File: src/rtl/core/imhq_ram.sv
// Generic single-port-write, single-read synchronous RAM, registered read.
// No dependencies.
module imhq_ram #(
    parameter int WIDTH = 8,
    parameter int DEPTH = 16
) (
    input  logic                     i_clk,
    input  logic                     i_we,
    input  logic [$clog2(DEPTH)-1:0] i_waddr,
    input  logic [WIDTH-1:0]         i_wdata,
    input  logic [$clog2(DEPTH)-1:0] i_raddr,
    output logic [WIDTH-1:0]         o_rdata
);
    logic [WIDTH-1:0] mem [DEPTH];

    always_ff @(posedge i_clk) begin
        if (i_we) begin
            mem[i_waddr] <= i_wdata;
        end
        o_rdata <= mem[i_raddr];
    end
endmodule

File: config.mk
export PLATFORM = sky130hd
export DESIGN_NAME = imhq_ram
export DESIGN_NICKNAME = d
export VERILOG_FILES = /design/src/rtl/core/imhq_ram.sv
export SDC_FILE = /design/constraint.sdc
export NUM_CORES = 1
export LEC_CHECK = 0
export ABC_AREA = 1
export BUFFER_PORTS_ARGS = -buffer_cell sky130_fd_sc_hd__buf_2
export CAP_MARGIN = 20
export CELL_PAD_IN_SITES_DETAIL_PLACEMENT = 0
export CELL_PAD_IN_SITES_GLOBAL_PLACEMENT = 1
export CORE_MARGIN = 3
export CORE_UTILIZATION = 40
export CTS_CLUSTER_SIZE = 30
export DETAILED_ROUTE_END_ITERATION = 12
export PLACE_DENSITY_LB_ADDON = 0.2
export SLEW_MARGIN = 20
export SYNTH_ARGS = -nofsm -noshare
export SYNTH_HDL_FRONTEND = slang
export SYNTH_SLANG_ARGS = --single-unit
File: constraint.sdc
create_clock -name i_clk -period 1.5 [get_ports i_clk]
set_input_delay 0.3 -clock i_clk [delete_from_list [all_inputs] [get_ports i_clk]]
set_output_delay 0.3 -clock i_clk [all_outputs]
set_load 0.1 [all_outputs]
==> out/results.ini, run 1 <==
[worst_setup_path]
critPathBufInv = 1
worstPathMaxFanout = 1
path_class = reg -> out
cp_slowest_stage_delay_ns = 0.42
cp_top_family = buffers and inverters
cp-end-kind = primary output
worstPathCellList = buf_2
slowest_stage = buf_2
cp_data_arrival_time_ns = 1.15
cp-start-kind = flip-flop
required_ns = 1.20

[placement]
placed_cell_area_sq_mm = 0.00627
pre_cts_ws_ns = 0.103
portBuffers = 25
dpl.cell_count = 764
gp_congestion = 0.830
hpwl_microns = 8540

[synthesis]
synthesis.nets = 569
syn_area_per_cell_sq_um = 10.5
synth_seq_cells = 136
synth_cell_types = 12
yosys_warnings = 0
ys_top_cells_by_area = edfxtp_1, nand2_1, nand3_1
netlist.area_leader.share_pct = 66.7
syn_inst = 551
syn_area_sq_mm = 0.00577
ys_seq_area_share_pct = 69.4
synth_top_cell_by_area = edfxtp_1

[flow_run]
cap_viol_max_count = 0

[clock_tree]
cts_tree = built
cts_inserted_buffers = 17
clk_latency_ns = 0.42
clock_path_buffers = 2
htreeDepth = 4
clkTransAtPathRegs_ns = 0.06
post_cts_buffers = 0
root_buffer = clkbuf_16
clock-sinks = 136

[grt]
first_global_vias = 3692
antenna_found_initial = 0
grt_remaining_overflow = 0
grt_pass1_wl_microns = 20500
grt_max_degree = 55
track_usage_pct = 17.7

[pwr]
power_density_mw_per_mm2 = 1360
intPower_w = 0.00734
power.switching_w = 0.00205
combPwrFrac_pct = 7.8
clockPowerShare_pct = 46.7
power_leakage_nw = 3.02
seq_power_share_pct = 45.6
irDropWorstVdd_uv = 772
switching_share_pct = 21.8

[timing]
maxSlewHeadroom_pct = 67.8
clock_skew_ns = 0.00614
rsz0062_at_grt = false
fmax_ghz = 0.691
setup-tns-final_ns = 0
fin_ws_ns = 0.0525
fin_crit_sh_pct = 96.5
final_hold_viol_count = 0
post-route-min-period_ns = 1.45
worst_pin_slew_ns = 0.487
finalSetupViolations = 0
slew_viol_final = 0

[floorplan]
start_util_pct = 41.2
core_area_sq_mm = 0.0140
fp.dieH_microns = 126
rows = 43
fp.dieArea_sq_mm = 0.0159
ios = 26
die_w_microns = 126

[final_layout]
postLayoutCellArea_sq_mm = 0.00690
mostFrequentLayoutCells = nand2_1, edfxtp_1, inv_1
drive_gt1_share_pct = 14.0
area.growth.synth_to_final_pct = 19.7
layout.cells.non_filler = 796
diodes = 0
final_common_cell = nand2_1
layout.nets = 621

[routing]
postRouteAntennaNets = 0
vias = 3837
drc = 0
wl_microns = 13300
wl_per_cell_microns = 16.7
first_pass_iters = 4
viasPerCell = 4.82
drtIter0Drc = 284

[outcome]
run_status = finished clean

[min_path]
worstHoldPathType = in -> reg

-- cells by family after synthesis --
kind of cell | synth area share, %
AND/OR/NAND/NOR | 21.0
flip-flops | 69.4
buffers and inverters | 9.52
-- power by group through the flow --
stage	sequential, W	combinational (W)	clock [W]
final	0.00428	0.000731	0.00438
after global routing	0.00429	0.000793	0.00462
after CTS	0.00428	0.000737	0.00445
after detailed placement	0.00436	0.000729	0
after global placement	0.00436	0.000726	0
after floorplan	0.00453	0.000300	0
-- synthesized netlist by cell type (all sizes together) --
master,number
dfxtp,8
nand3,97
nand2,173
nand3b,2
nor2,17
inv,102
edfxtp,128
buf,24
-- path summary, 6_finish.rpt --
check                   from    endpoint  slack (ns)  depth (start not counted)
hold reg to reg    mem[2][6]  o_rdata[6]        0.67                          6
setup / recovery  o_rdata[3]  o_rdata[3]        0.05                          1
setup reg to reg   mem[8][6]  o_rdata[6]        0.50                          6
hold / removal    i_wdata[1]   mem[2][1]        0.29                          1
-- per-stage QoR --
| stage | power (W) | util, % | hold WS [ns] |
|---|---|---|---|
| 2_1_floorplan | 0.00483 | - | 0.399 |
| 3_3_place_gp | 0.00508 | 44.8 | 0.659 |
| 3_5_place_dp | 0.00509 | 44.8 | 0.668 |
| 4_1_cts | 0.00947 | 49.3 | 0.285 |
| 5_1_grt | 0.00970 | 49.3 | 0.286 |
| 6_report | 0.00939 | 49.3 | 0.289 |
-- cell type report --
class                      instances  area (sq um)
inverter                         102           383
timing repair buffer              57           452
tap                              180           225
clock buffer                      24           482
clock inverter                     8           143
multi-input combinational        289          1210
fill                            1269          7090
sequential                       136          4000
-- state kept, by name, summed over array words and instances, names as in the netlist --
name / flops
o_rdata: 8
mem: 128
-- repair_timing --
item | in CTS | in global routing
resized for setup | 3 | 1
hold buffers | 0 | 0
setup endpoints to repair | 3 | 1
-- routing by layer --
| layer | share of wire (%) | GRT usage (%) |
|---|---|---|
| met5 | 0 | 0 |
| met4 | 2.5 | 8.08 |
| met3 | 5.3 | 5.51 |
| met2 | 47 | 28.0 |
| met1 | 45 | 22.4 |
Note: power is estimated with default switching activity, not from simulation.
==> run 2: changes to the inputs <==
--- a/config.mk
+++ b/config.mk
@@ -15,6 +15,7 @@
 export CTS_CLUSTER_SIZE = 30
 export DETAILED_ROUTE_END_ITERATION = 12
 export PLACE_DENSITY_LB_ADDON = 0.2
+export RECOVER_POWER = 50
 export SLEW_MARGIN = 20
 export SYNTH_ARGS = -nofsm -noshare
 export SYNTH_HDL_FRONTEND = slang
==> run 2 against run 1 <==
Net effect:
- global-route usage unchanged
- first-iteration DRC count down 3.9%
- setup slack better by 0.0011 ns
- register-to-register slack about the same
- hold slack better by 0.040 ns
- clock power about the same
- die area unchanged
- combinational power down 0.8%
- non-clock buffer count unchanged
- sequential cell count unchanged
==> out/results.ini, run 2 (synthesis gave the netlist of run 1 again) <==
[final_layout]
diodes = 0  ; unchanged
layout.cells.non_filler = 796  ; unchanged
regMostFlops = mem
largest_register_ffs = 128  ; unchanged
mostFrequentLayoutCells = nand2_1, edfxtp_1, inv_1
layout.nets = 621  ; unchanged
drive_gt1_share_pct = 12.0  ; -1.9 points
reg_top3 = mem (128), o_rdata (8)
post-route-util_pct = 49.2  ; -0.14 points
final_common_cell = nand2_1
area.growth.synth_to_final_pct = 19.3

[routing]
first_pass_iters = 4  ; unchanged
vias = 3818  ; -0.50%
wl_per_cell_microns = 16.7  ; about the same
drtIter0Drc = 273  ; -3.9%
postRouteAntennaNets = 0  ; unchanged
wl_microns = 13300  ; about the same
drc = 0  ; unchanged
viasPerCell = 4.80  ; -0.50%

[pwr]
power_leakage_nw = 2.98  ; -1.2%
combPwrFrac_pct = 7.7  ; about the same
power.switching_w = 0.00204  ; -0.22%
clockPowerShare_pct = 46.7  ; about the same
switching_share_pct = 21.8  ; -0.032 points
irDropWorstVdd_uv = 763  ; -1.2%
power_density_mw_per_mm2 = 1360  ; +0.22%
seq_power_share_pct = 45.6  ; about the same
intPower_w = 0.00734  ; about the same

[placement]
hpwl_microns = 8540  ; unchanged
gp_congestion = 0.830  ; unchanged
portBuffers = 25  ; unchanged
dpl.cell_count = 764  ; unchanged
pre_cts_ws_ns = 0.103  ; unchanged

[floorplan]
fp.dieArea_sq_mm = 0.0159  ; unchanged
fp.dieH_microns = 126  ; unchanged
start_util_pct = 41.2  ; unchanged
rows = 43  ; unchanged
core_area_sq_mm = 0.0140  ; unchanged
die_w_microns = 126  ; unchanged
ios = 26  ; unchanged

[clock_tree]
clk_latency_ns = 0.42  ; about the same
post_cts_buffers = 0  ; unchanged
clkTransAtPathRegs_ns = 0.05  ; about the same
cts_tree = built
root_buffer = clkbuf_16
clock-sinks = 136  ; unchanged
cts_inserted_buffers = 17  ; unchanged
clock_path_buffers = 2  ; unchanged
htreeDepth = 4  ; unchanged

[worst_setup_path]
required_ns = 1.20  ; about the same
r2r-end = o_rdata[6]
critPathBufInv = 1  ; unchanged
rr_worst_depth = 6  ; unchanged
cp_slowest_stage_delay_ns = 0.42  ; about the same
rr_startpoint = mem[8][6]
cp_top_family = buffers and inverters
worstPathMaxFanout = 1  ; unchanged
slowest_stage = buf_2
worstPathCellList = buf_2
cp-start-kind = flip-flop
path_class = reg -> out
cp_data_arrival_time_ns = 1.15  ; about the same
cp-end-kind = primary output
r2r_slack_ns = 0.49  ; about the same

[outcome]
run_status = finished clean

[timing]
slew_viol_final = 0  ; unchanged
fmax_ghz = 0.691  ; about the same
finalSetupViolations = 0  ; unchanged
final_hold_viol_count = 0  ; unchanged
clock_skew_ns = 0.0101  ; +0.00400 ns
fin_ws_ns = 0.0535  ; +0.00107 ns
setup-tns-final_ns = 0  ; unchanged
post-route-min-period_ns = 1.45  ; -0.00107 ns
worst_pin_slew_ns = 0.892  ; +0.405 ns
maxSlewHeadroom_pct = 40.5  ; -27 points
rsz0062_at_grt = false
fin_crit_sh_pct = 96.4  ; about the same

[min_path]
min_path_cells = 4  ; +3
hold_path_end = o_rdata[7]
worstHoldPathType = in -> reg
worstHoldStart = i_raddr[3]

[grt]
grt_max_degree = 55  ; unchanged
grt_remaining_overflow = 0  ; unchanged
grt_pass1_wl_microns = 20500  ; unchanged
antenna_found_initial = 0  ; unchanged
track_usage_pct = 17.7  ; unchanged
first_global_vias = 3692  ; unchanged

[flow_run]
cap_viol_max_count = 0  ; unchanged

-- run 2: cell types whose count changed in the layout (fill, tap and decap cells not counted), sizes merged --
cell / change
buf: -13
clkbuf: +13
-- run 2: power groups by stage --
stage,clock [W],combinational (W),sequential [W]
final,0.00438,0.000725,0.00428
after detailed placement,0,0.000729,0.00436
after CTS,0.00445,0.000737,0.00428
after global routing,0.00462,0.000788,0.00429
after floorplan,0,0.000300,0.00453
after global placement,0,0.000726,0.00436
-- run 2: worst max path at each step --
stage,slack [ns],end,cells past startpoint,from
2_1_floorplan,0.25,mem[10][0],2,i_waddr[2]
3_3_place_gp,0.10,mem[0][1],5,i_waddr[0]
3_5_place_dp,0.10,mem[0][2],5,i_waddr[0]
4_1_cts,0.02,o_rdata[6],1,o_rdata[6]
5_1_grt,0.007,o_rdata[1],1,o_rdata[1]
6_report,0.05,o_rdata[4],1,o_rdata[4]
-- run 2: metrics by stage --
stage / total power, W / area, sq um / hold slack (ns)
6_report: 0.00938 / 6880 / 0.329
5_1_grt: 0.00970 / 6880 / 0.323
4_1_cts: 0.00947 / 6900 / 0.285
3_5_place_dp: 0.00509 / 6270 / 0.668
3_3_place_gp: 0.00508 / 6270 / 0.659
2_1_floorplan: 0.00483 / 5770 / 0.399
-- run 2: area by class of cell --
cell class | instances | area [sq um]
Sequential cell | 136 | 4000
Clock inverter | 8 | 143
Inverter | 102 | 383
Timing Repair Buffer | 57 | 432
Tap cell | 180 | 225
Fill cell | 1278 | 7110
Multi-Input combinational cell | 289 | 1210
Clock buffer | 24 | 482
-- run 2: timing repair --
| action | 4_1_cts | 5_1_grt |
|---|---|---|
| resized for setup | 3 | 1 |
| setup endpoints to repair | 3 | 1 |
| endpoints found under the hold margin | 0 | 0 |
| hold buffers | 0 | 0 |
-- run 2: layer usage --
layer	vias up	global-route usage (%)	wire length [microns]
li1	1877	-	-
met1	1823	22.4	6010
met2	97	28.0	6270
met3	21	5.51	746
met4	0	8.08	307
met5	-	0	0
==> run 3: changes to the inputs <==
--- a/config.mk
+++ b/config.mk
@@ -16,6 +16,7 @@
 export DETAILED_ROUTE_END_ITERATION = 12
 export PLACE_DENSITY_LB_ADDON = 0.2
 export RECOVER_POWER = 50
+export REMOVE_ABC_BUFFERS = 1
 export SLEW_MARGIN = 20
 export SYNTH_ARGS = -nofsm -noshare
 export SYNTH_HDL_FRONTEND = slang
==> run 3 against run 2 <==
Net effect:
- largest power group is now registers
- global-route usage grew 0.18 points
- wire length is 1.6% lower
- highest routed layer unchanged
- die area is the same
==> out/results.ini, run 3 (synthesis gave the netlist of run 1 again) <==
[worst_setup_path]
critPathBufInv = 1  ; unchanged
path_class = reg -> out
slowest_stage = buf_2
cp-start-kind = flip-flop
required_ns = 1.20  ; about the same
cp_data_arrival_time_ns = 1.15  ; about the same
cp_slowest_stage_delay_ns = 0.42  ; about the same
worstPathMaxFanout = 1  ; unchanged
worstPathCellList = buf_2
cp-end-kind = primary output
cp_top_family = buffers and inverters

[routing]
postRouteAntennaNets = 0  ; unchanged
first_pass_iters = 5  ; +1
wl_microns = 13100  ; -1.6%
drc = 0  ; unchanged
drtIter0Drc = 281  ; +2.9%
vias = 3867  ; +1.3%
wl_per_cell_microns = 16.3  ; -2.6%
viasPerCell = 4.81  ; +0.28%

[timing]
final_hold_viol_count = 0  ; unchanged
fin_crit_sh_pct = 96.6  ; +0.19 points
slew_viol_final = 0  ; unchanged
clock_skew_ns = 0.0105  ; +0.000404 ns
rsz0062_at_grt = false
post-route-min-period_ns = 1.45  ; +0.00283 ns
worst_pin_slew_ns = 0.886  ; -0.00612 ns
fmax_ghz = 0.690  ; -0.20%
finalSetupViolations = 0  ; unchanged
maxSlewHeadroom_pct = 40.9  ; +0.41 points
setup-tns-final_ns = 0  ; unchanged
fin_ws_ns = 0.0507  ; -0.00283 ns

[placement]
portBuffers = 25  ; unchanged
dpl.cell_count = 773  ; +1.2%
gp_congestion = 0.793  ; -4.5%
hpwl_microns = 8900  ; +4.2%
pre_cts_ws_ns = 0.0969  ; -0.00661 ns

[min_path]
worstHoldPathType = in -> reg

[clock_tree]
cts_tree = built
clock-sinks = 136  ; unchanged
cts_inserted_buffers = 17  ; unchanged
clk_latency_ns = 0.42  ; about the same
post_cts_buffers = 0  ; unchanged
root_buffer = clkbuf_16
clock_path_buffers = 2  ; unchanged
clkTransAtPathRegs_ns = 0.05  ; about the same
htreeDepth = 4  ; unchanged

[final_layout]
diodes = 0  ; unchanged
post-route-util_pct = 48.9  ; -0.32 points
reg_top3 = mem (128), o_rdata (8)
mostFrequentLayoutCells = nand2_1, edfxtp_1, inv_1
drive_gt1_share_pct = 12.8  ; +0.81 points
final_common_cell = nand2_1
layout.nets = 630  ; +1.4%
regMostFlops = mem
largest_register_ffs = 128  ; unchanged
area.growth.synth_to_final_pct = 18.6
layout.cells.non_filler = 804  ; +1.0%

[grt]
grt_pass1_wl_microns = 21500  ; +4.6%
track_usage_pct = 17.9  ; +0.18 points
antenna_found_initial = 0  ; unchanged
grt_remaining_overflow = 0  ; unchanged
grt_max_degree = 38  ; -31%
first_global_vias = 3995  ; +8.2%

[pwr]
irDropWorstVdd_uv = 777  ; +1.8%
power_leakage_nw = 2.97  ; -0.37%
power_density_mw_per_mm2 = 1280  ; -6.2%

[floorplan]
start_util_pct = 41.2  ; unchanged
fp.dieH_microns = 126  ; unchanged
fp.dieArea_sq_mm = 0.0159  ; unchanged
die_w_microns = 126  ; unchanged
ios = 26  ; unchanged
rows = 43  ; unchanged
core_area_sq_mm = 0.0140  ; unchanged

[outcome]
run_status = finished clean

[flow_run]
cap_viol_max_count = 0  ; unchanged

run 3: cell types whose count changed in the layout (fill, tap and decap cells not counted), sizes merged:
cell	before	now
clkinv	4	3
bufinv	4	0
clkbuf	37	41
buf	44	52
clkinvlp	0	1
run 3: where the power goes:
part,total [W],internal [W],switching (W)
Clock,0.00374,0.00231,0.00143
Sequential,0.00428,0.00425,0.0000244
Combinational,0.000723,0.000188,0.000534
Total,0.00874,0.00675,0.00199
run 3: per-stage QoR:
stage               power (W)  area (sq um)  hold slack, ns
finish                0.00874          6840           0.313
detailed placement    0.00509          6320           0.658
global placement      0.00508          6320           0.637
global route          0.00907          6840           0.317
CTS                   0.00883          6860           0.285
floorplan             0.00476          5600           0.399
run 3: path summary, 6_finish.rpt:
check        slack, ns         end  cells past startpoint        from
max               0.05  o_rdata[2]                      1  o_rdata[2]
min               0.31  o_rdata[3]                      4  i_raddr[3]
max reg2reg       0.54  o_rdata[3]                      6   mem[7][3]
min reg2reg       0.66  o_rdata[2]                      6  mem[12][2]
run 3: layer usage:
| metal | track usage [%] | up-vias | wire length (microns) |
|---|---|---|---|
| met5 | 0 | - | 0 |
| met4 | 7.82 | 0 | 187 |
| met3 | 4.11 | 13 | 551 |
| met2 | 28.7 | 87 | 6480 |
| met1 | 23.4 | 1874 | 5910 |
| li1 | - | 1893 | - |
run 3: timing repair:
item,in CTS,in global routing
setup endpoints to repair,1,1
resized for setup,1,1
hold buffers,0,0
run 3: area by class of cell:
cell class	count	area (sq um)
Clock buffer	27	513
Clock inverter	4	21.3
Fill cell	1329	7150
Inverter	102	383
Multi-Input combinational cell	289	1210
Sequential cell	136	4000
Tap cell	180	225
Timing Repair Buffer	66	477
